**src/sv/dda_pkg.sv**
```systemverilog
// shared types and constants for the ray setup pipeline
// no dependencies
`default_nettype none
package dda_pkg;

   // default map cell size in pixels
   localparam int CELL_SIZE_DEF = 64;

   // quarter turn in binary angle units, Q2.14 one
   localparam int unsigned QUARTER = 16384;

   // sine polynomial coefficients
   localparam int unsigned POLY_A = 51472;
   localparam int unsigned POLY_B = 21024;
   localparam int unsigned POLY_C = 2320;

   // reciprocal: quotient width, dividend bit position, stage split
   localparam int RECIP_QW     = 32;
   localparam int RECIP_ONE    = 30;
   localparam int RECIP_BPS    = 2;
   localparam int RECIP_STAGES = RECIP_QW / RECIP_BPS;

   // pipeline latencies in register stages
   localparam int TRIG_LAT  = 5;
   localparam int CELL_LAT  = 6;
   localparam int TOTAL_LAT = TRIG_LAT + RECIP_STAGES + 1;

   localparam logic [31:0] SAT32 = 32'hFFFF_FFFF;

   typedef struct packed {
      logic [15:0] ray_angle;
      logic [23:0] pos_x;
      logic [23:0] pos_y;
   } dda_req_type;

   typedef struct packed {
      logic signed [15:0] dir_cos;
      logic signed [15:0] dir_sin;
      logic [9:0]         cell_x;
      logic [9:0]         cell_y;
      logic               step_neg_x;
      logic               step_neg_y;
      logic [31:0]        delta_dist_x;
      logic [31:0]        delta_dist_y;
      logic [31:0]        side_dist_x;
      logic [31:0]        side_dist_y;
   } dda_rsp_type;

endpackage
`default_nettype wire

```
**src/sv/dda_recip.sv**
```systemverilog
// pipelined restoring divider for 2^30 / mag, two quotient bits per stage
// depends on dda_pkg
`default_nettype none
module dda_recip import dda_pkg::*; (
   input  wire logic                 clock,
   input  wire logic                 en,
   input  wire logic [14:0]          mag,
   output logic [RECIP_QW-1:0]       quo
);

   logic [14:0]          rem_ff [RECIP_STAGES];
   logic [RECIP_QW-1:0]  quo_ff [RECIP_STAGES];
   logic [14:0]          mag_ff [RECIP_STAGES];

   for (genvar g = 0; g < RECIP_STAGES; g++) begin : g_stage
      logic [14:0]         rem_prev;
      logic [RECIP_QW-1:0] quo_prev;
      logic [14:0]         mag_prev;
      logic [15:0]         r2;
      logic [14:0]         rem_in;
      logic [RECIP_QW-1:0] quo_in;

      if (g == 0) begin : g_first
         assign rem_prev = '0;
         assign quo_prev = '0;
         assign mag_prev = mag;
      end else begin : g_next
         assign rem_prev = rem_ff[g-1];
         assign quo_prev = quo_ff[g-1];
         assign mag_prev = mag_ff[g-1];
      end

      // shift in each of the stage's dividend bits, compare and subtract
      always_comb begin
         rem_in = rem_prev;
         quo_in = quo_prev;
         r2     = '0;
         for (int j = 0; j < RECIP_BPS; j++) begin
            r2 = {rem_in, ((RECIP_QW - 1 - g * RECIP_BPS - j) == RECIP_ONE)};
            if (r2 >= {1'b0, mag_prev}) begin
               r2 = r2 - {1'b0, mag_prev};
               quo_in[RECIP_QW - 1 - g * RECIP_BPS - j] = 1'b1;
            end
            rem_in = r2[14:0];
         end
      end

      always_ff @(posedge clock) begin
         if (en) begin
            rem_ff[g] <= rem_in;
            quo_ff[g] <= quo_in;
            mag_ff[g] <= mag_prev;
         end
      end
   end

   assign quo = quo_ff[RECIP_STAGES-1];

endmodule
`default_nettype wire

```
**config.mk**
```make
export PLATFORM = sky130hd
export DESIGN_NAME = dda_recip
export DESIGN_NICKNAME = d
export VERILOG_FILES = /design/src/sv/dda_pkg.sv /design/src/sv/dda_recip.sv
export SDC_FILE = /design/constraint.sdc
export NUM_CORES = 2
export LEC_CHECK = 0
export BUFFER_PORTS_ARGS = -buffer_cell sky130_fd_sc_hd__buf_2
export CAP_MARGIN = 20
export CORE_MARGIN = 1.5
export CORE_UTILIZATION = 60
export DETAILED_ROUTE_END_ITERATION = 10
export GPL_TIMING_DRIVEN = 0
export MAX_ROUTING_LAYER = met4
export PLACE_DENSITY_LB_ADDON = 0.12
export SYNTH_ARGS = -nofsm -noshare
export SYNTH_HDL_FRONTEND = slang
export SYNTH_SLANG_ARGS = --single-unit
export TNS_END_PERCENT = 5
```
**constraint.sdc**
```tcl
create_clock -name clock -period 10.5 [get_ports clock]
set_clock_uncertainty 0.1 [all_clocks]
set_input_delay 0.525 -clock clock [delete_from_list [all_inputs] [get_ports clock]]
set_output_delay 0.525 -clock clock [all_outputs]
set_load 0.03 [all_outputs]
```
# --- Word level (Yosys, flattened, before mapping) ---
# Memory sizes are Yosys's and may differ from the RTL's.
# Index checks and enable logic that the tools add are counted.
word_totals:
  ff_bits: 0
  output_inout_bits: 32
  ram_bits: 992
  wordCells: 133
  n_memories: 3
op_classes:
  n_addsub: 32
  magnitude_cmp: 32
  n_mux: 66
mem_list:
  columns: ["name", "depth", "width", "rd", "rd_ports_with_merged_regs", "wr", "line_no", "rtl"]
  rows:
  - ["quo_ff", 16, 32, 16, 0, 16, "dda_recip.sv:12", "logic [RECIP_QW-1:0] quo_ff [RECIP_STAGES];"]
  - ["mag_ff", 16, 15, 15, 0, 16, "dda_recip.sv:13", "logic [14:0] mag_ff [RECIP_STAGES];"]
  - ["rem_ff", 16, 15, 15, 0, 16, "dda_recip.sv:11", "logic [14:0] rem_ff [RECIP_STAGES];"]
ops:
  columns: ["operator", "count"]
  rows:
  - ["16-bit by 15-bit >= comparator with 1-bit output", 31]
  - ["15-bit two-way mux", 32]
  - ["15-bit subtractor", 31]
  - ["1-bit two-way mux", 34]
  - ["1-bit by 15-bit >= comparator with 1-bit output, first input constant", 1]
  - ["1-bit by 15-bit subtractor with 15-bit output, first input constant", 1]

# --- Logic depth before layout (Yosys ltp) ---
# An unclocked memory read counts as a cell.
logic_depth:
  depth_word: 5
  depth_mapped: 23
  depth_no_buf: 21

# --- Least setup slack after synthesis ---
# Ideal clock, no wire load.
synth_path:
  kind: "register -> register"
  startpoint: "mem rem_ff[1][1], in the netlist rem_ff[0][16]"
  endpoint: "mem rem_ff[2][7], in the netlist rem_ff[0][37], data pin"
  path_slack_ps: 4922
  path_stages_with_launch: 22
  t_arrival_ps: 5219
  required_ps: 10140
  cell_sequence: "edfxtp_1 > ha_1 > nor2b_1 > o31a_1 > o41ai_2 > o31ai_1 > o211ai_1 > and2_1 > buf_2 > buf_1 > nand2_1 > o31ai_1 > ha_1 > a2111o_1 > o211ai_1 > a311oi_1 > a31o_2 > a21oi_1 > inv_1 > a211oi_4 > buf_4 > mux2_2"
synth_rtl:
  columns: ["element", "line_no"]
  rows:
  - ["start, declared", "dda_recip.sv:11"]

==> flow_summary.yaml <==
run_status:
  status: "completed"
floorplan:
  die_width_um: 282
  io_pins: 49
  core.rowCount: 102
  fp.dieArea_um2: 79400
  start_util: 0.604
  coreArea_um2: 77200
  die_h_um: 282
detailed_routing:
  vias: 32000
  drt_first_pass_iters: 5
  ant_nets: 0
  avgViaCountPerCell: 5.83
  wl_per_cell_um: 17.7
  routed_wl_um: 96900
  drc: 0
  drt_iter0_drc: 2156
synthesis:
  syn-num-nets: 4720
  synth-seq-cells: 722
  seq_area_frac_synth: 0.465
  synth_edf_count: 722
  synth-async-reset-ratio: 0
  yosys_warnings: 0
  netlist_area_um2: 46600
  ys.flop_type: "edfxtp_1"
  synth.distinct_cells: 90
  syn_area_per_cell_um2: 11.0
  synthCells: 4238
clock_network:
  ctsHoldBuffers: 8
  cts-buffers-inserted: 79
  cts_max_path_buffers: 3
  post_cts_resized: 0
  clock_latency_ns: 0.63
  cts_tree: "built"
  cts_sinks: 722
  path_clk_slew_ns: 0.06
  root_buffer: "clkbuf_16"
  cts_setup_buffers: 0
  cts.htree.levels: 3
sta:
  rsz0062_at_grt: "no"
  slew_viol_final: 0
  fin_crit_ns: 7.02
  clock.fmax_mhz: 142
  holdWs_ns: 0.0447
  setup_viol: 0
  worstMarginPinSlew_ns: 1.01
  fin_crit_sh: 0.668
  maxSlewHeadroom: 0.323
  hold_violations: 0
  finalSetupTns_ns: 0
finish:
  fin_util: 0.661
  drive_gt1_frac: 0.108
  area_growth_pct: 9.51
  final_nets: 4865
  stdcell_area_um2: 51100
  insertedDiodeCount: 0
global_route:
  grtUsageTotal: 0.252
  grt_first_pass_wirelength_um: 156000
  antenna_found_initial: 1
  grt_pass1_vias: 30200
  grt_max_degree: 135
  grt_overflow: 0
worst_setup_path:
  end_kind: "flop"
  worst-endpoint-required_ns: 10.78
  path_max_fanout: 10
  ff2ff_setup_slack_ns: 3.48
  cp-start-kind: "flop"
  arrival_ns: 7.30
  worst-setup-path-type: "reg2reg"
place:
  gp_congestion: 0.942
  place_area_um2: 48300
  io_buffers: 48
  hpwlAfterDp_um: 73700
flow_run:
  max_cap_viol_count: 0
worst_hold_path:
  hold_class: "in2reg"
cell usage in the layout, fill, tap and decap left out, types with 34 or more instances in the layout:
master       n
a31oi_1     34
o21ai_0    221
a21oi_1    339
nand3_1     63
a21o_1      83
edfxtp_1   722
nor2b_1     61
o31ai_1     34
clkbuf_1    37
nor2_1     346
nand2b_1    59
ha_1       449
buf_2       65
nor3_1      77
clkbuf_16   81
xor2_1     115
inv_1      342
mux2_2     209
nand2_1    223
o21a_1      96
xnor2_1    218
critical path: stages, from the launching register on:
cell and delay [ns]:
edfxtp_1 0.52, inv_1 0.12, ha_1 0.36, nor2b_1 0.17, o31a_1 0.29, o41ai_2 0.50
o31ai_1 0.23, o211ai_1 0.21, and2_1 0.17, buf_2 0.24, buf_1 0.43, nand2_1 0.11
o31ai_1 0.13, ha_1 0.36, a2111o_1 0.47, o211ai_1 0.30, a311oi_1 0.20, a31o_2 0.30
a21oi_1 0.36, inv_1 0.16, a211oi_4 0.42, buf_4 0.27, mux2_2 0.35
Yosys cell counts (all sizes together) (7+ instances only):
library cell / count / area, um2
nand4: 27 / 169
fa: 16 / 320
buf: 28 / 186
mux2: 230 / 2650
or2: 16 / 100
a21o: 83 / 623
o21bai: 25 / 188
a211oi: 30 / 255
nand2b: 59 / 369
and2: 30 / 188
a21boi: 13 / 97.6
nor2: 346 / 1300
ha: 449 / 5620
clkbuf: 26 / 97.6
a31o: 10 / 87.6
a311oi: 13 / 114
or3: 30 / 188
o31ai: 34 / 255
nand3b: 9 / 67.6
a21oi: 339 / 1700
o21ai: 231 / 1170
xnor2: 218 / 1910
inv: 344 / 1290
a221oi: 7 / 61.3
and3: 25 / 156
edfxtp: 722 / 21700
o2111ai: 11 / 96.3
mux2i: 15 / 150
o21a: 96 / 721
nor3: 79 / 405
a31oi: 36 / 238
nor2b: 61 / 382
nand2: 223 / 837
o211ai: 27 / 218
o31a: 23 / 201
o221ai: 7 / 80.1
xor2: 115 / 1010
a2111o: 8 / 90.1
nand3: 63 / 315
nor4: 19 / 119
o41ai: 18 / 199
registers in the layout, summed over array words and instances (netlist names):
register,flops
mag_ff,225
rem_ff,225
quo_ff,272
cell families (layout without fill, tap and decap cells):
group | after synthesis | count (layout) | share of synthesized area
AOI/OAI and AO/OA | 1068 | 1068 | 0.149
and+or+nand+nor | 1007 | 1007 | 0.102
DFF | 722 | 722 | 0.465
adders and majority gates | 465 | 465 | 0.127
buffers and inverters | 398 | 607 | 0.0338
xor gates and xnor gates | 333 | 333 | 0.0626
muxes | 245 | 245 | 0.0601
final cells by class:
class,instances,area (um2)
Buffer,54,284
Clock buffer,92,2070
Clock inverter,53,559
Fill cell,6019,26200
Inverter,344,1290
Multi-Input combinational cell,3118,23400
Sequential cell,722,21700
Tap cell,1040,1300
Timing Repair Buffer,64,505
worst paths after layout:
check / startpoint / to / cells after the start
max: mag_ff[0][17] / rem_ff[0][40] / 22
min reg2reg: quo_ff[1][54] / quo_ff[1][86] / 0
max reg2reg: mag_ff[0][17] / rem_ff[0][40] / 22
min: mag[11] / mag_ff[0][11] / 1
stage by stage:
step                      cells  setup WS [ns]
after global placement     5326          -2.10
final                      5487           3.48
after global routing       5487           3.16
after CTS                  5485           3.71
after floorplan            4238           4.92
after detailed placement   5332           3.75
layer usage:
metal	GRT usage	routed length (um)	up-vias
li1	-	-	16100
met1	0.356	47000	15100
met2	0.384	43500	686
met3	0.0331	4540	147
met4	0.0631	1940	0
met5	-	0	-
Power is not shown: default switching activity piles up to over one toggle a cycle in this logic, so the estimate is an artifact.
