--- src/sv/dda_pkg.sv ---
// shared types and constants for the ray setup pipeline
// no dependencies
`default_nettype none
package dda_pkg;

   // default map cell size in pixels
   localparam int CELL_SIZE_DEF = 64;

   // quarter turn in binary angle units, Q2.14 one
   localparam int unsigned QUARTER = 16384;

   // sine polynomial coefficients
   localparam int unsigned POLY_A = 51472;
   localparam int unsigned POLY_B = 21024;
   localparam int unsigned POLY_C = 2320;

   // reciprocal: quotient width, dividend bit position, stage split
   localparam int RECIP_QW     = 32;
   localparam int RECIP_ONE    = 30;
   localparam int RECIP_BPS    = 2;
   localparam int RECIP_STAGES = RECIP_QW / RECIP_BPS;

   // pipeline latencies in register stages
   localparam int TRIG_LAT  = 5;
   localparam int CELL_LAT  = 6;
   localparam int TOTAL_LAT = TRIG_LAT + RECIP_STAGES + 1;

   localparam logic [31:0] SAT32 = 32'hFFFF_FFFF;

   typedef struct packed {
      logic [15:0] ray_angle;
      logic [23:0] pos_x;
      logic [23:0] pos_y;
   } dda_req_type;

   typedef struct packed {
      logic signed [15:0] dir_cos;
      logic signed [15:0] dir_sin;
      logic [9:0]         cell_x;
      logic [9:0]         cell_y;
      logic               step_neg_x;
      logic               step_neg_y;
      logic [31:0]        delta_dist_x;
      logic [31:0]        delta_dist_y;
      logic [31:0]        side_dist_x;
      logic [31:0]        side_dist_y;
   } dda_rsp_type;

endpackage
`default_nettype wire

--- src/sv/dda_trig.sv ---
// five stage polynomial sine and cosine of a binary angle, Q2.14 out
// depends on dda_pkg
`default_nettype none
module dda_trig import dda_pkg::*; (
   input  wire logic               clock,
   input  wire logic               en,
   input  wire logic [15:0]        angle,
   output logic signed [15:0]      dir_cos,
   output logic signed [15:0]      dir_sin
);

   // lane 0 is cosine, lane 1 is sine
   logic [14:0] t1_ff  [2];
   logic        n1_ff  [2];
   logic [14:0] z2_ff  [2];
   logic [14:0] t2_ff  [2];
   logic        n2_ff  [2];
   logic [14:0] z3_ff  [2];
   logic [14:0] z2b_ff [2];
   logic [14:0] t3_ff  [2];
   logic        n3_ff  [2];
   logic [14:0] z5_ff  [2];
   logic [29:0] at_ff  [2];
   logic [28:0] bz_ff  [2];
   logic        n4_ff  [2];
   logic signed [15:0] res_ff [2];

   for (genvar l = 0; l < 2; l++) begin : g_lane
      logic [15:0] a_in;
      logic [14:0] t_in;
      logic [29:0] z2_full;
      logic [29:0] z3_full;
      logic [29:0] z5_full;
      logic [31:0] pos_sum;
      logic [31:0] diff;
      logic [16:0] s_raw;
      logic [14:0] s_mag;
      logic signed [15:0] res_in;

      // quadrant fold
      always_comb begin
         a_in = (l == 0) ? angle + 16'(QUARTER) : angle;
         t_in = a_in[14] ? 15'(QUARTER) - {1'b0, a_in[13:0]} : {1'b0, a_in[13:0]};
      end

      // powers of z, one multiply per stage
      assign z2_full = t1_ff[l] * t1_ff[l];
      assign z3_full = z2_ff[l] * t2_ff[l];
      assign z5_full = z3_ff[l] * z2b_ff[l];

      // polynomial sum, clamp and sign
      always_comb begin
         pos_sum = 32'(at_ff[l]) + 32'(POLY_C) * 32'(z5_ff[l]) + 32'(QUARTER);
         diff    = pos_sum - 32'(bz_ff[l]);
         s_raw   = 17'(diff >> 15);
         if (32'(bz_ff[l]) >= pos_sum) begin
            s_mag = '0;
         end else if (s_raw > 17'(QUARTER)) begin
            s_mag = 15'(QUARTER);
         end else begin
            s_mag = s_raw[14:0];
         end
         res_in = n4_ff[l] ? -$signed({1'b0, s_mag}) : $signed({1'b0, s_mag});
      end

      always_ff @(posedge clock) begin
         if (en) begin
            t1_ff[l]  <= t_in;
            n1_ff[l]  <= a_in[15];
            z2_ff[l]  <= 15'(z2_full >> 14);
            t2_ff[l]  <= t1_ff[l];
            n2_ff[l]  <= n1_ff[l];
            z3_ff[l]  <= 15'(z3_full >> 14);
            z2b_ff[l] <= z2_ff[l];
            t3_ff[l]  <= t2_ff[l];
            n3_ff[l]  <= n2_ff[l];
            z5_ff[l]  <= 15'(z5_full >> 14);
            at_ff[l]  <= 30'(32'(POLY_A) * 32'(t3_ff[l]));
            bz_ff[l]  <= 29'(32'(POLY_B) * 32'(z3_ff[l]));
            n4_ff[l]  <= n3_ff[l];
            res_ff[l] <= res_in;
         end
      end
   end

   assign dir_cos = res_ff[0];
   assign dir_sin = res_ff[1];

endmodule
`default_nettype wire

--- config.mk ---
export PLATFORM = sky130hd
export DESIGN_NAME = dda_trig
export DESIGN_NICKNAME = d
export VERILOG_FILES = /design/src/sv/dda_pkg.sv /design/src/sv/dda_trig.sv
export SDC_FILE = /design/constraint.sdc
export NUM_CORES = 2
export LEC_CHECK = 0
export ABC_AREA = 1
export BUFFER_PORTS_ARGS = -buffer_cell sky130_fd_sc_hd__buf_2
export CAP_MARGIN = 25
export CELL_PAD_IN_SITES_DETAIL_PLACEMENT = 1
export CELL_PAD_IN_SITES_GLOBAL_PLACEMENT = 2
export CORE_ASPECT_RATIO = 0.75
export CORE_MARGIN = 1.5
export CORE_UTILIZATION = 25
export DETAILED_ROUTE_END_ITERATION = 10
export GPL_TIMING_DRIVEN = 0
export PLACE_DENSITY_LB_ADDON = 0.15
export SLEW_MARGIN = 20
export SYNTH_ARGS = -nofsm -noshare
export SYNTH_HDL_FRONTEND = slang
export SYNTH_SLANG_ARGS = --single-unit
--- constraint.sdc ---
create_clock -name clock -period 22.8 [get_ports clock]
set_input_delay 4.56 -clock clock [delete_from_list [all_inputs] [get_ports clock]]
set_output_delay 4.56 -clock clock [all_outputs]
set_load 0.01 [all_outputs]
# Word level (Yosys, flattened, before mapping)
# Memory sizes are Yosys's and may differ from the RTL's.
# Cells that the tools add are included.
totals:
  wordCells: 51
  memories: 14
  latch_bits: 0
  mem_bits_ro: 0
  input_bits: 18
  reg_bits: 0
  out_inout_bits: 32
  ram_bits: 350
mem_list:
  columns: ["name", "depth", "width", "read_ports", "rd_clocked_by_memory_dff", "wr", "line_no", "rtl"]
  rows:
  - ["at_ff", 2, 26, 2, 0, 2, "dda_trig.sv:23", "logic [29:0] at_ff [2];"]
  - ["bz_ff", 2, 24, 2, 0, 2, "dda_trig.sv:24", "logic [28:0] bz_ff [2];"]
  - ["res_ff", 2, 16, 2, 0, 2, "dda_trig.sv:26", "logic signed [15:0] res_ff [2];"]
  - ["t1_ff", 2, 15, 2, 0, 2, "dda_trig.sv:13", "logic [14:0] t1_ff [2];"]
  - ["t2_ff", 2, 15, 2, 0, 2, "dda_trig.sv:16", "logic [14:0] t2_ff [2];"]
  - ["t3_ff", 2, 15, 2, 0, 2, "dda_trig.sv:20", "logic [14:0] t3_ff [2];"]
  - ["8 more memories", null, null, null, null, null, null, null]
classes:
  addsub: 11
  shift: 0
  n_lt_le_gt_ge: 4
  div_mod_pow: 0
  bitwise: 0
  muxes: 10
  n_mul: 12
  n_eq_ne: 0
  n_reduce_logical: 0
op_table:
  columns: ["op", "count"]
  rows:
  - ["$mul A15 B15 Y29", 6]
  - ["$mux W15", 6]
  - ["$add A31 B15 Y32 const B", 2]
  - ["$ge A29 B32 Y1", 2]
  - ["$sub A32 B29 Y32", 2]
  - ["$add A30 B27 Y31", 2]
  - ["$mul A12 B15 Y26 const A", 2]
  - ["$mul A10 B15 Y24 const A", 2]
  - ["$mul A8 B15 Y23 const A", 2]
  - ["$gt A17 B15 Y1 const B", 2]
  - ["$mux W16", 2]
  - ["$neg A15 Y16", 2]
  - ["$sub A15 B14 Y15 const A", 2]
  - ["$add A16 B15 Y16 const B", 1]
  - ["$mux W1", 2]

# Logic depth before layout (Yosys ltp)
# An unclocked memory read counts as a cell.
logic_depth:
  ltp_word: 10
  mapped_depth: 52
  depth_no_buf: 52

# Least setup slack after synthesis
# No wires, ideal clock.
synth_timing:
  path_kind: "reg-to-reg"
  startpoint: "memory z5_ff[1][3] (netlist: z5_ff[0][18])"
  endpoint: "memory res_ff[1][6] (netlist: res_ff[0][22]) (data pin)"
  setup_time_ns: 0.259
  setup_slack_ns: 15.467
  arrival_ns: 7.074
  n_path_buf: 1
  period_less_slack_ns: 7.333
  required_time_ns: 22.541
  path_stages_with_launch: 49
  cell_sequence: "edfxtp_1 ha_1 inv_1 fa_1 inv_1 ha_1 ha_1 inv_1 nor3_1 nand2_1 o211ai_1 a21oi_1 o21bai_1 a21oi_1 o21ai_0 a21oi_1 o21ai_0 xor2_1 (+13 left out) o21ai_0 nor2_1 nand2_1 nor2_1 nand3_1 nand2_1 nand2_1 nor2_1 nand4_2 a21oi_4 buf_4 nand2_1 ha_1 inv_1 a21oi_4 nand3_1 nand2_2 xor2_1"
synth_rtl:
  columns: ["element", "line_no", "rtl"]
  rows:
  - ["start, declared", "dda_trig.sv:22", "logic [14:0] z5_ff [2];"]
  - ["end, declared", "dda_trig.sv:26", null]

==> flow_summary.json <==
{
  "run_status": "completed",
  "fp.dieArea_um2": 282000,
  "syn_area_per_cell_um2": 8.51,
  "initial_core_util": 0.252,
  "synth.area.top_cells": "fa_1 (30%), ha_1 (20%), edfxtp_1 (15%)",
  "top_layer": "met5",
  "synth_nets": 10300,
  "synth.area.mux_share": 0,
  "crit_buf_inv": 6,
  "critPathKind": "register to register",
  "required_ps": 23210,
  "grt_util_all_layers": 0.163,
  "holdWs_ps": 416,
  "yosysTopAreaCell": "fa_1",
  "antenna_found_initial": 11,
  "crit_path_frequent_cell": "nand2_1",
  "hold_viol": 0,
  "grt_overflow": 0,
  "vias_per_cell": 4.27,
  "worstPathArrival_ps": 9710,
  "wire_per_inst_um": 18.8,
  "cts_root_buffer": "clkbuf_16",
  "synth_area_um2": 69700,
  "rows": 167,
  "cts_buffers": 51,
  "drc": 0,
  "h-tree-depth": 2,
  "ys_seq_area_frac": 0.149,
  "rsz0062_at_grt": "no",
  "hp-class": "register to register",
  "grt_pass1_vias": 56300,
  "netlist_instances": 8190,
  "grt_max_degree": 90,
  "final.period_utilization": 0.408,
  "synthTopCellsByCount": "inv_1 (2,191), nand2_1 (1,857), ha_1 (1,093), fa_1 (1,034), edfxtp_1 (346)",
  "synth-adder-area-share": 0.493,
  "clock_path_buffers": 3,
  "slowest_delay_ps": 480,
  "setup-violations-final": 0,
  "hpwl_mm": 194,
  "synth_top_area_share": 0.297,
  "yosysMostFrequentCell": "inv_1",
  "clock_skew_ps": 64.5,
  "drt-initial-drc-count": 2150,
  "max_freq_mhz": 107,
  "drv_cap": 0,
  "end_kind": "register",
  "synth-compound-area-share": 0.0543,
  "cts_hold_buf": 0,
  "route.met2.wl_mm": 89.8,
  "crit_fanout": 10,
  "clk_pin_slew_ps": 60,
  "drv_slew": 0,
  "tightest_slew_ps": 1090,
  "cts_sinks": 346,
  "cp-start-kind": "register",
  "grt_pass1_wl_mm": 350,
  "boundaryPins": 50,
  "maxSlewHeadroom": 0.271,
  "ys_warn_count": 0,
  "synth_edf_count": 346,
  "first_pass_iters": 5,
  "routed_wirelength_mm": 227,
  "coreArea_um2": 277000,
  "crit_slowest_cell": "edfxtp_1",
  "numPortBuffers": 49,
  "cts_tree": "yes",
  "post_cts_buffers": 0,
  "synth-simple-area-share": 0.135,
  "clock_latency_ps": 710,
  "async_reset_ff_frac": 0,
  "gp_congestion": 0.817,
  "via_count": 51500,
  "r2r_slack_ps": 13490,
  "synth-xor-area-share": 0.0399,
  "die_h_um": 460,
  "synth_top_family_by_area": "adder cells",
  "dieWidth_um": 613,
  "critPathTopFamily": "adder cells",
  "nets": 10400,
  "wl_met1_mm": 129,
  "cts_resized": 0,
  "area_delta_synth_final_pct": 9.84,
  "synthFlopType": "edfxtp_1",
  "period_needed_ps": 9310,
  "tns_ps": 0,
  "synth_cell_types": 60,
  "dr_wl_met3_mm": 5.63,
  "ys_ff_latch": 346,
  "layout-drive-gt1-share": 0.0245,
  "ant_nets": 0
}
path summary, 6_finish.rpt:
path,startpoint,to,depth (start not counted)
min,n3_ff[0][1],n4_ff[0][1],0
max reg2reg,z5_ff[0][19],res_ff[0][26],49
min reg2reg,n3_ff[0][1],n4_ff[0][1],0
max,z5_ff[0][19],res_ff[0][26],49
registers in the layout, indices dropped and copies added, names as in the netlist, 29 cells and up:
signal	count
at_ff	51
bz_ff	48
res_ff	32
z2_ff	30
z2b_ff	30
z3_ff	30
z5_ff	30
t1_ff	29
t2_ff	29
t3_ff	29
stage by stage:
stage          instance area, µm²   util  instances  setup slack (ps)
2_1_floorplan               69700      -       8190             15470
3_3_place_gp                74600  0.269      12000             11250
3_5_place_dp                74800  0.270      12000             13300
4_1_cts                     76500  0.276      12100             13210
5_1_grt                     76500  0.277      12100             12460
6_report                    76500  0.277      12100             13490
placed cells by master (no fill, tap or decap), drive strengths merged, types with 176 or more instances in the layout:
master and count:
fa 1034, clkbuf 237, o21ai 176, inv 2203
xor2 212, a21oi 347, ha 1093, edfxtp 346
nor2 230, nand2 1874
cell families (layout without fill, tap and decap cells):
group                    count (synthesis)  count (layout)
other                                    0               4
flip-flops                             346             346
AO/OA/AOI/OAI                          669             669
XOR/XNOR                               317             317
buffers and inverters                 2382            2535
adder cells (fa/ha/maj)               2127            2127
AND/OR/NAND/NOR                       2349            2349
final cells by class:
class	instances	area (µm²)
buffer	184	708
timing repair buffer	59	460
inverter	2198	8250
tap	3718	4650
clock buffer	61	1340
antenna	4	10.0
clock inverter	33	388
sequential	346	10400
fill	32900	200000
multi-input combinational	5462	50300
routing by layer:
layer	GRT usage	up-vias
li1	-	25100
met1	0.266	25800
met2	0.234	516
met3	0.0115	123
met4	0.0207	2
met5	0	-
Power is left out: the tool's default activity adds up to more than one toggle a clock period on the data nets, which glitch-free logic cannot reach.
