## src/sv/dda_pkg.sv

```systemverilog
// shared types and constants for the ray setup pipeline
// no dependencies
`default_nettype none
package dda_pkg;

   // default map cell size in pixels
   localparam int CELL_SIZE_DEF = 64;

   // quarter turn in binary angle units, Q2.14 one
   localparam int unsigned QUARTER = 16384;

   // sine polynomial coefficients
   localparam int unsigned POLY_A = 51472;
   localparam int unsigned POLY_B = 21024;
   localparam int unsigned POLY_C = 2320;

   // reciprocal: quotient width, dividend bit position, stage split
   localparam int RECIP_QW     = 32;
   localparam int RECIP_ONE    = 30;
   localparam int RECIP_BPS    = 2;
   localparam int RECIP_STAGES = RECIP_QW / RECIP_BPS;

   // pipeline latencies in register stages
   localparam int TRIG_LAT  = 5;
   localparam int CELL_LAT  = 6;
   localparam int TOTAL_LAT = TRIG_LAT + RECIP_STAGES + 1;

   localparam logic [31:0] SAT32 = 32'hFFFF_FFFF;

   typedef struct packed {
      logic [15:0] ray_angle;
      logic [23:0] pos_x;
      logic [23:0] pos_y;
   } dda_req_type;

   typedef struct packed {
      logic signed [15:0] dir_cos;
      logic signed [15:0] dir_sin;
      logic [9:0]         cell_x;
      logic [9:0]         cell_y;
      logic               step_neg_x;
      logic               step_neg_y;
      logic [31:0]        delta_dist_x;
      logic [31:0]        delta_dist_y;
      logic [31:0]        side_dist_x;
      logic [31:0]        side_dist_y;
   } dda_rsp_type;

endpackage
`default_nettype wire

```

## src/sv/dda_cell.sv

```systemverilog
// map cell index and cell offset by constant division, six stages
// depends on dda_pkg
`default_nettype none
module dda_cell import dda_pkg::*; #(
   parameter int CELL_SIZE = CELL_SIZE_DEF
) (
   input  wire logic        clock,
   input  wire logic        en,
   input  wire logic [23:0] pos,
   output logic [9:0]       cell_idx,
   output logic [15:0]      frac
);

   localparam int L   = $clog2(CELL_SIZE);
   localparam int RW  = $clog2(CELL_SIZE + 1);
   localparam int NW2 = RW + 16;
   localparam int S1  = 16 + L;
   localparam int S2  = NW2 + L;
   localparam logic [63:0] M1_FULL = (64'd1 << S1) / CELL_SIZE;
   localparam logic [63:0] M2_FULL = (64'd1 << S2) / CELL_SIZE;
   localparam logic [16:0]    M1 = M1_FULL[16:0];
   localparam logic [NW2:0]   M2 = M2_FULL[NW2:0];
   localparam logic [RW:0]    CS = (RW + 1)'(CELL_SIZE);

   logic [33:0]        prod1_ff;
   logic [15:0]        hi_keep_ff;
   logic [7:0]         lo1_ff;
   logic [15:0]        q1_ff;
   logic [RW:0]        r1_ff;
   logic [7:0]         lo2_ff;
   logic [9:0]         cell3_ff;
   logic [NW2-1:0]     num_ff;
   logic [9:0]         cell4_ff;
   logic [2*NW2:0]     prod2_ff;
   logic [NW2-1:0]     num4_ff;
   logic [9:0]         cell5_ff;
   logic [15:0]        q2_ff;
   logic [RW:0]        r2_ff;
   logic [9:0]         cell6_ff;
   logic [15:0]        frac_ff;

   logic [15:0]        q1_in;
   logic [RW:0]        r1_in;
   logic [15:0]        q1c;
   logic [RW-1:0]      r1c;
   logic [15:0]        q2_in;
   logic [RW:0]        r2_in;

   // estimate quotient of whole pixels, remainder of estimate
   always_comb begin
      q1_in = 16'(prod1_ff >> S1);
      r1_in = (RW + 1)'(32'(hi_keep_ff) - 32'(q1_in) * 32'(CELL_SIZE));
   end

   // one correction step
   always_comb begin
      if (r1_ff >= CS) begin
         q1c = q1_ff + 16'd1;
         r1c = RW'(r1_ff - CS);
      end else begin
         q1c = q1_ff;
         r1c = RW'(r1_ff);
      end
   end

   // offset quotient estimate and remainder
   always_comb begin
      q2_in = 16'(prod2_ff >> S2);
      r2_in = (RW + 1)'(64'(num4_ff) - 64'(q2_in) * 64'(CELL_SIZE));
   end

   always_ff @(posedge clock) begin
      if (en) begin
         prod1_ff   <= 34'(pos[23:8] * M1);
         hi_keep_ff <= pos[23:8];
         lo1_ff     <= pos[7:0];
         q1_ff      <= q1_in;
         r1_ff      <= r1_in;
         lo2_ff     <= lo1_ff;
         cell3_ff   <= q1c[9:0];
         num_ff     <= {r1c, lo2_ff, 8'd0};
         cell4_ff   <= cell3_ff;
         prod2_ff   <= (2 * NW2 + 1)'(num_ff * M2);
         num4_ff    <= num_ff;
         cell5_ff   <= cell4_ff;
         q2_ff      <= q2_in;
         r2_ff      <= r2_in;
         cell6_ff   <= cell5_ff;
         frac_ff    <= (r2_ff >= CS) ? q2_ff + 16'd1 : q2_ff;
      end
   end

   assign cell_idx = cell6_ff;
   assign frac     = frac_ff;

endmodule
`default_nettype wire

```

## config.mk

```make
export PLATFORM = sky130hd
export DESIGN_NAME = dda_cell
export DESIGN_NICKNAME = d
export VERILOG_FILES = /design/src/sv/dda_pkg.sv /design/src/sv/dda_cell.sv
export SDC_FILE = /design/constraint.sdc
export NUM_CORES = 1
export LEC_CHECK = 0
export ABC_CLOCK_PERIOD_IN_PS = 900
export BUFFER_PORTS_ARGS = -buffer_cell sky130_fd_sc_hd__buf_2
export CAP_MARGIN = 30
export CORE_ASPECT_RATIO = 0.9
export CORE_MARGIN = 3
export CORE_UTILIZATION = 50
export CTS_BUF_LIST = sky130_fd_sc_hd__clkbuf_8 sky130_fd_sc_hd__clkbuf_16
export CTS_CLUSTER_DIAMETER = 200
export DETAILED_ROUTE_END_ITERATION = 10
export GPL_ROUTABILITY_DRIVEN = 0
export PLACE_DENSITY_LB_ADDON = 0.15
export SLEW_MARGIN = 20
export SYNTH_ARGS = -nofsm -noshare
export SYNTH_HDL_FRONTEND = slang
export SYNTH_SLANG_ARGS = --single-unit
```

## constraint.sdc

```tcl
create_clock -name clock -period 0.9 [get_ports clock]
set_input_delay 0.18 -clock clock [delete_from_list [all_inputs] [get_ports clock]]
set_output_delay 0.18 -clock clock [all_outputs]
set_load 0.005 [all_outputs]
```

# Yosys cells after proc, flatten, opt, wreduce, memory -nomap -nowiden
# Index checks and enable logic that the tools add are counted.
# op_classes
shifts	0
reduce_logical	0
magnitude_cmp	2
eq_ne	0
n_bitwise	0
n_addsub	5
n_div	0
n_mux	3
n_mul	0
# ops
cell	n
adder 16 x 1 -> 16 bit, second input constant	1
>= comparator 8 x 7 -> 1 bit, second input constant	2
2-to-1 mux 16 bit	1
adder 10 x 1 -> 10 bit, second input constant	1
2-to-1 mux 10 bit	1
subtractor 8 bit	1
2-to-1 mux 6 bit	1
subtractor 6 x 1 -> 6 bit, second input constant	1
subtractor 1 x 1 -> 2 bit, both inputs constant	1
# word_totals
mem_count	0
register_bits	156
latchBits	0
wordCells	25
mem_bits_rw	0
mem_bits_ro	0
in_bits	26
output_inout_bits	26

# Logic depth before layout (Yosys ltp)
# depth
depth_word	2
mapped_depth	1
depth_no_buf	0

# Worst setup path before layout
# No wires, ideal clock.
# synth_timing
path_type	register to register
start	register q1_ff[0]
end	register cell3_ff[0], data pin
required_time_ns	0.649
setup_ns	0.251
stages_incl_launch_ff	2
path_buffers	1
arrival_time_ns	0.415
period_less_slack_ns	0.666
setup_slack_ns	0.234
path_cell_list	edfxtp_1 -> clkbuf_1
# synth_via
elab_chain_cells	2
# synth_lines
item	line	source
start: declaration	dda_cell.sv:28	logic [15:0] q1_ff;
start signal: assignment	dda_cell.sv:77	q1_ff <= q1_in;
adder 10 x 1 -> 10 bit	dda_cell.sv:58	q1c = q1_ff + 16'd1;
2-to-1 mux 10 bit (*)	dda_cell.sv:57	if (r1_ff >= CS) begin
via q1c[0]	dda_cell.sv:44	logic [15:0] q1c;
end signal: assignment	dda_cell.sv:80	cell3_ff <= q1c[9:0];
end: declaration	dda_cell.sv:31	logic [9:0] cell3_ff;
# The timed path passes the listed nets; every way through them passes the cells marked *.
# A chain may end at the register's enable or synchronous reset.

# Worst setup path in the final report
# layout_timing
start	register frac_ff[7] (netlist: frac[7])
end	output frac[7]
# layout_rtl
item	line	source
start: declaration	dda_cell.sv:40	logic [15:0] frac_ff;
start signal: assignment	dda_cell.sv:89	frac_ff <= (r2_ff >= CS) ? q2_ff + 16'd1 : q2_ff;
end: declaration	dda_cell.sv:11	output logic [15:0] frac
# No word-level cell between the ends.

==> impl_metrics.tcl <==
set metrics [dict create \
    vias 1678 \
    tns_ps -6430 \
    drv_cap 0 \
    cts_tree "built" \
    yosysTopAreaCell "edfxtp_1" \
    worstSetupStartpointType "register" \
    drc 0 \
    reg2regPathDepth 0 \
    vias_per_cell 4.51 \
    ys_seq_elements 144 \
    rows 31 \
    hold_viol 0 \
    synth-edff-count 144 \
    die_x_um 105 \
    htreeDepth 4 \
    skew_ps 4.15 \
    netlist_top_cells_count "144 x edfxtp_1, 10 x clkbuf_1, 2 x buf_4, 1 x conb_1" \
    die_h_um 94.8 \
    crit_family "flip-flops" \
    clk_pin_slew_ps 60 \
    start_util 0.528 \
    r2r_start "hi_keep_ff[12]$_DFFE_PP_" \
    clockBufferDepth 2 \
    synth-main-ff-cell "edfxtp_1" \
    synthCells 157 \
    critical-path-max-stage-delay_ps 380 \
    power_leakage_nw 2.02 \
    syn_area_um2 4380 \
    critPathLaunch "frac[7]$_DFFE_PP_" \
    dieArea_um2 9920 \
    p_sw_mw 2.79 \
    powerDensity_nw_per_um2 2630 \
    port_buffers 49 \
    synthDistinctLibCells 4 \
    endpoint "frac[7]" \
    clockPowerShare 0.434 \
    violations "negative setup slack" \
    min_period_over_period 1.34 \
    antenna_cells 0 \
    grt_max_degree 41 \
    combPwrFrac 0.025 \
    drt-total-wl_mm 5.40 \
    avgSynthCellArea_um2 27.9 \
    cts_resized 0 \
    postRouteAntennaNets 0 \
    area.growth.synth_to_final_pct 28.4 \
    cp_data_arrival_time_ps 1020 \
    synth_top_area_frac 0.987 \
    grt_pass1_wl_mm 8.43 \
    drt_first_pass_iters 4 \
    critPathCaptureType "output port" \
    worst_r2r_endpoint "q1_ff[6]$_DFFE_PP_" \
    grt.total_usage 0.119 \
    period_needed_ps 1200 \
    path_buf_inv 1 \
    min-delay-path-class "primary input to register" \
    setup_violations 24 \
    dp_hpwl_mm 3.06 \
    reg2reg_slack_ps 230 \
    worstSkewPairLatency_ps 500 \
    worstSetupPathType "register to output port" \
    ctsRootBufferMaster "clkbuf_8" \
    post-synth-top-count-cell "edfxtp_1" \
    layout.nets 270 \
    core_um2 8300 \
    intPower_mw 12.0 \
    outcome "complete, but fails checks" \
    cts-buffers-inserted 17 \
    synth_area_leaders "edfxtp_1 99%, clkbuf_1 0.86%, buf_4 0.34%" \
    synth-warning-count 0 \
    cts.sinks 144 \
    drt-wirelength-per-cell_um 14.5 \
    netSwitchingFraction 0.189 \
    grt_pass1_vias 1654 \
    ios 52 \
    hold_slack_ps 113 \
    async_flop_share 0 \
    drtIter0Drc 79 \
    crit_path_max_fanout 1 \
    seq_area_frac_synth 0.987 \
    antenna_found_initial 0 \
    clock.fmax_ghz 0.832 \
    worst_slack_ps -302 \
    worstPathRequired_ps 720 \
    drive_gt1_frac 0.323 \
    drv_slew 0 \
    grt_setup_unrepaired "true" \
    grt_overflow_total 0 \
    cp_slowest_cell "edfxtp_1" \
    seqPwrFrac 0.541 \
    ir_drop_uv 1510 \
    cp_cell_sequence "buf_2" \
    cp.depth 1 \
]
area by class of cell:
class	count	area (µm²)
Sequential cell	144	4320
Fill cell	519	2680
Timing Repair Buffer	79	587
Clock buffer	17	414
Clock inverter	15	148
Tap cell	115	144
Multi-Input combinational cell	2	7.51
power groups by stage:
stage | Combinational, mW | Clock [mW] | Sequential, mW
after floorplan | 0.0233 | 0 | 8.09
after global placement | 0.277 | 0 | 8.09
after detailed placement | 0.296 | 0 | 8.13
after CTS | 0.376 | 6.56 | 7.99
after global routing | 0.407 | 6.89 | 8.02
final | 0.369 | 6.41 | 7.98
cell families (layout without fill, tap and decap cells):
kind of cell           Yosys count  after routing  synth area share
buffers and inverters           12            111            0.0120
DFF                            144            144             0.987
other                            1              2          0.000856
per-stage QoR:
stage / instance area (µm²) / power [mW] / cells / util / worst slack [ps]
after detailed placement: 4820 / 8.42 / 316 / 0.581 / 15.0
after global routing: 5620 / 15.3 / 372 / 0.678 / -343
final: 5620 / 14.8 / 372 / 0.678 / -302
after floorplan: 4380 / 8.11 / 158 / - / 234
after global placement: 4820 / 8.37 / 316 / 0.581 / 39.5
after CTS: 5620 / 14.9 / 372 / 0.678 / -338
worst min path at each step:
stage,start,endpoint,depth (start not counted)
6_report,en,num_ff[14]$_DFFE_PP_,2
5_1_grt,en,num_ff[14]$_DFFE_PP_,2
4_1_cts,en,lo2_ff[6]$_DFFE_PP_,2
3_5_place_dp,pos[11],hi_keep_ff[3]$_DFFE_PP_,1
3_3_place_gp,pos[3],lo1_ff[3]$_DFFE_PP_,1
2_1_floorplan,pos[8],hi_keep_ff[0]$_DFFE_PP_,0
timing repair:
| item | CTS | global route |
|---|---|---|
| hold buffers | 24 | 0 |
| buffers inserted | 0 | 0 |
| endpoints found under the setup margin | 24 | 24 |
| endpoints found under the hold margin | 24 | 0 |
cell usage in the layout (no fill, tap or decap):
cell           instances
edfxtp_1             144
buf_2                 48
dlygate4sd3_1         24
clkbuf_16             16
clkinvlp_4             5
clkinv_4               4
buf_12                 4
clkinv_1               3
conb_1                 2
bufinv_16              2
buf_4                  2
clkbuf_8               1
inv_1                  1
buf_6                  1
routing by layer:
metal | vias up | GRT usage | share of wire
met5 | - | 0 | 0
met4 | 0 | 0.0656 | 0.016
met3 | 7 | 0.0519 | 0.047
met2 | 42 | 0.194 | 0.53
met1 | 839 | 0.133 | 0.41
li1 | 790 | - | -
state kept, by name, indices dropped and copies added (netlist names):
register    count
hi_keep_ff     16
frac           14
num4_ff        14
num_ff         14
q2_ff          14
cell3_ff       10
cell4_ff       10
cell5_ff       10
cell_idx       10
q1_ff          10
lo1_ff          8
lo2_ff          8
r1_ff           6
Power figures use the tool's default switching activity.
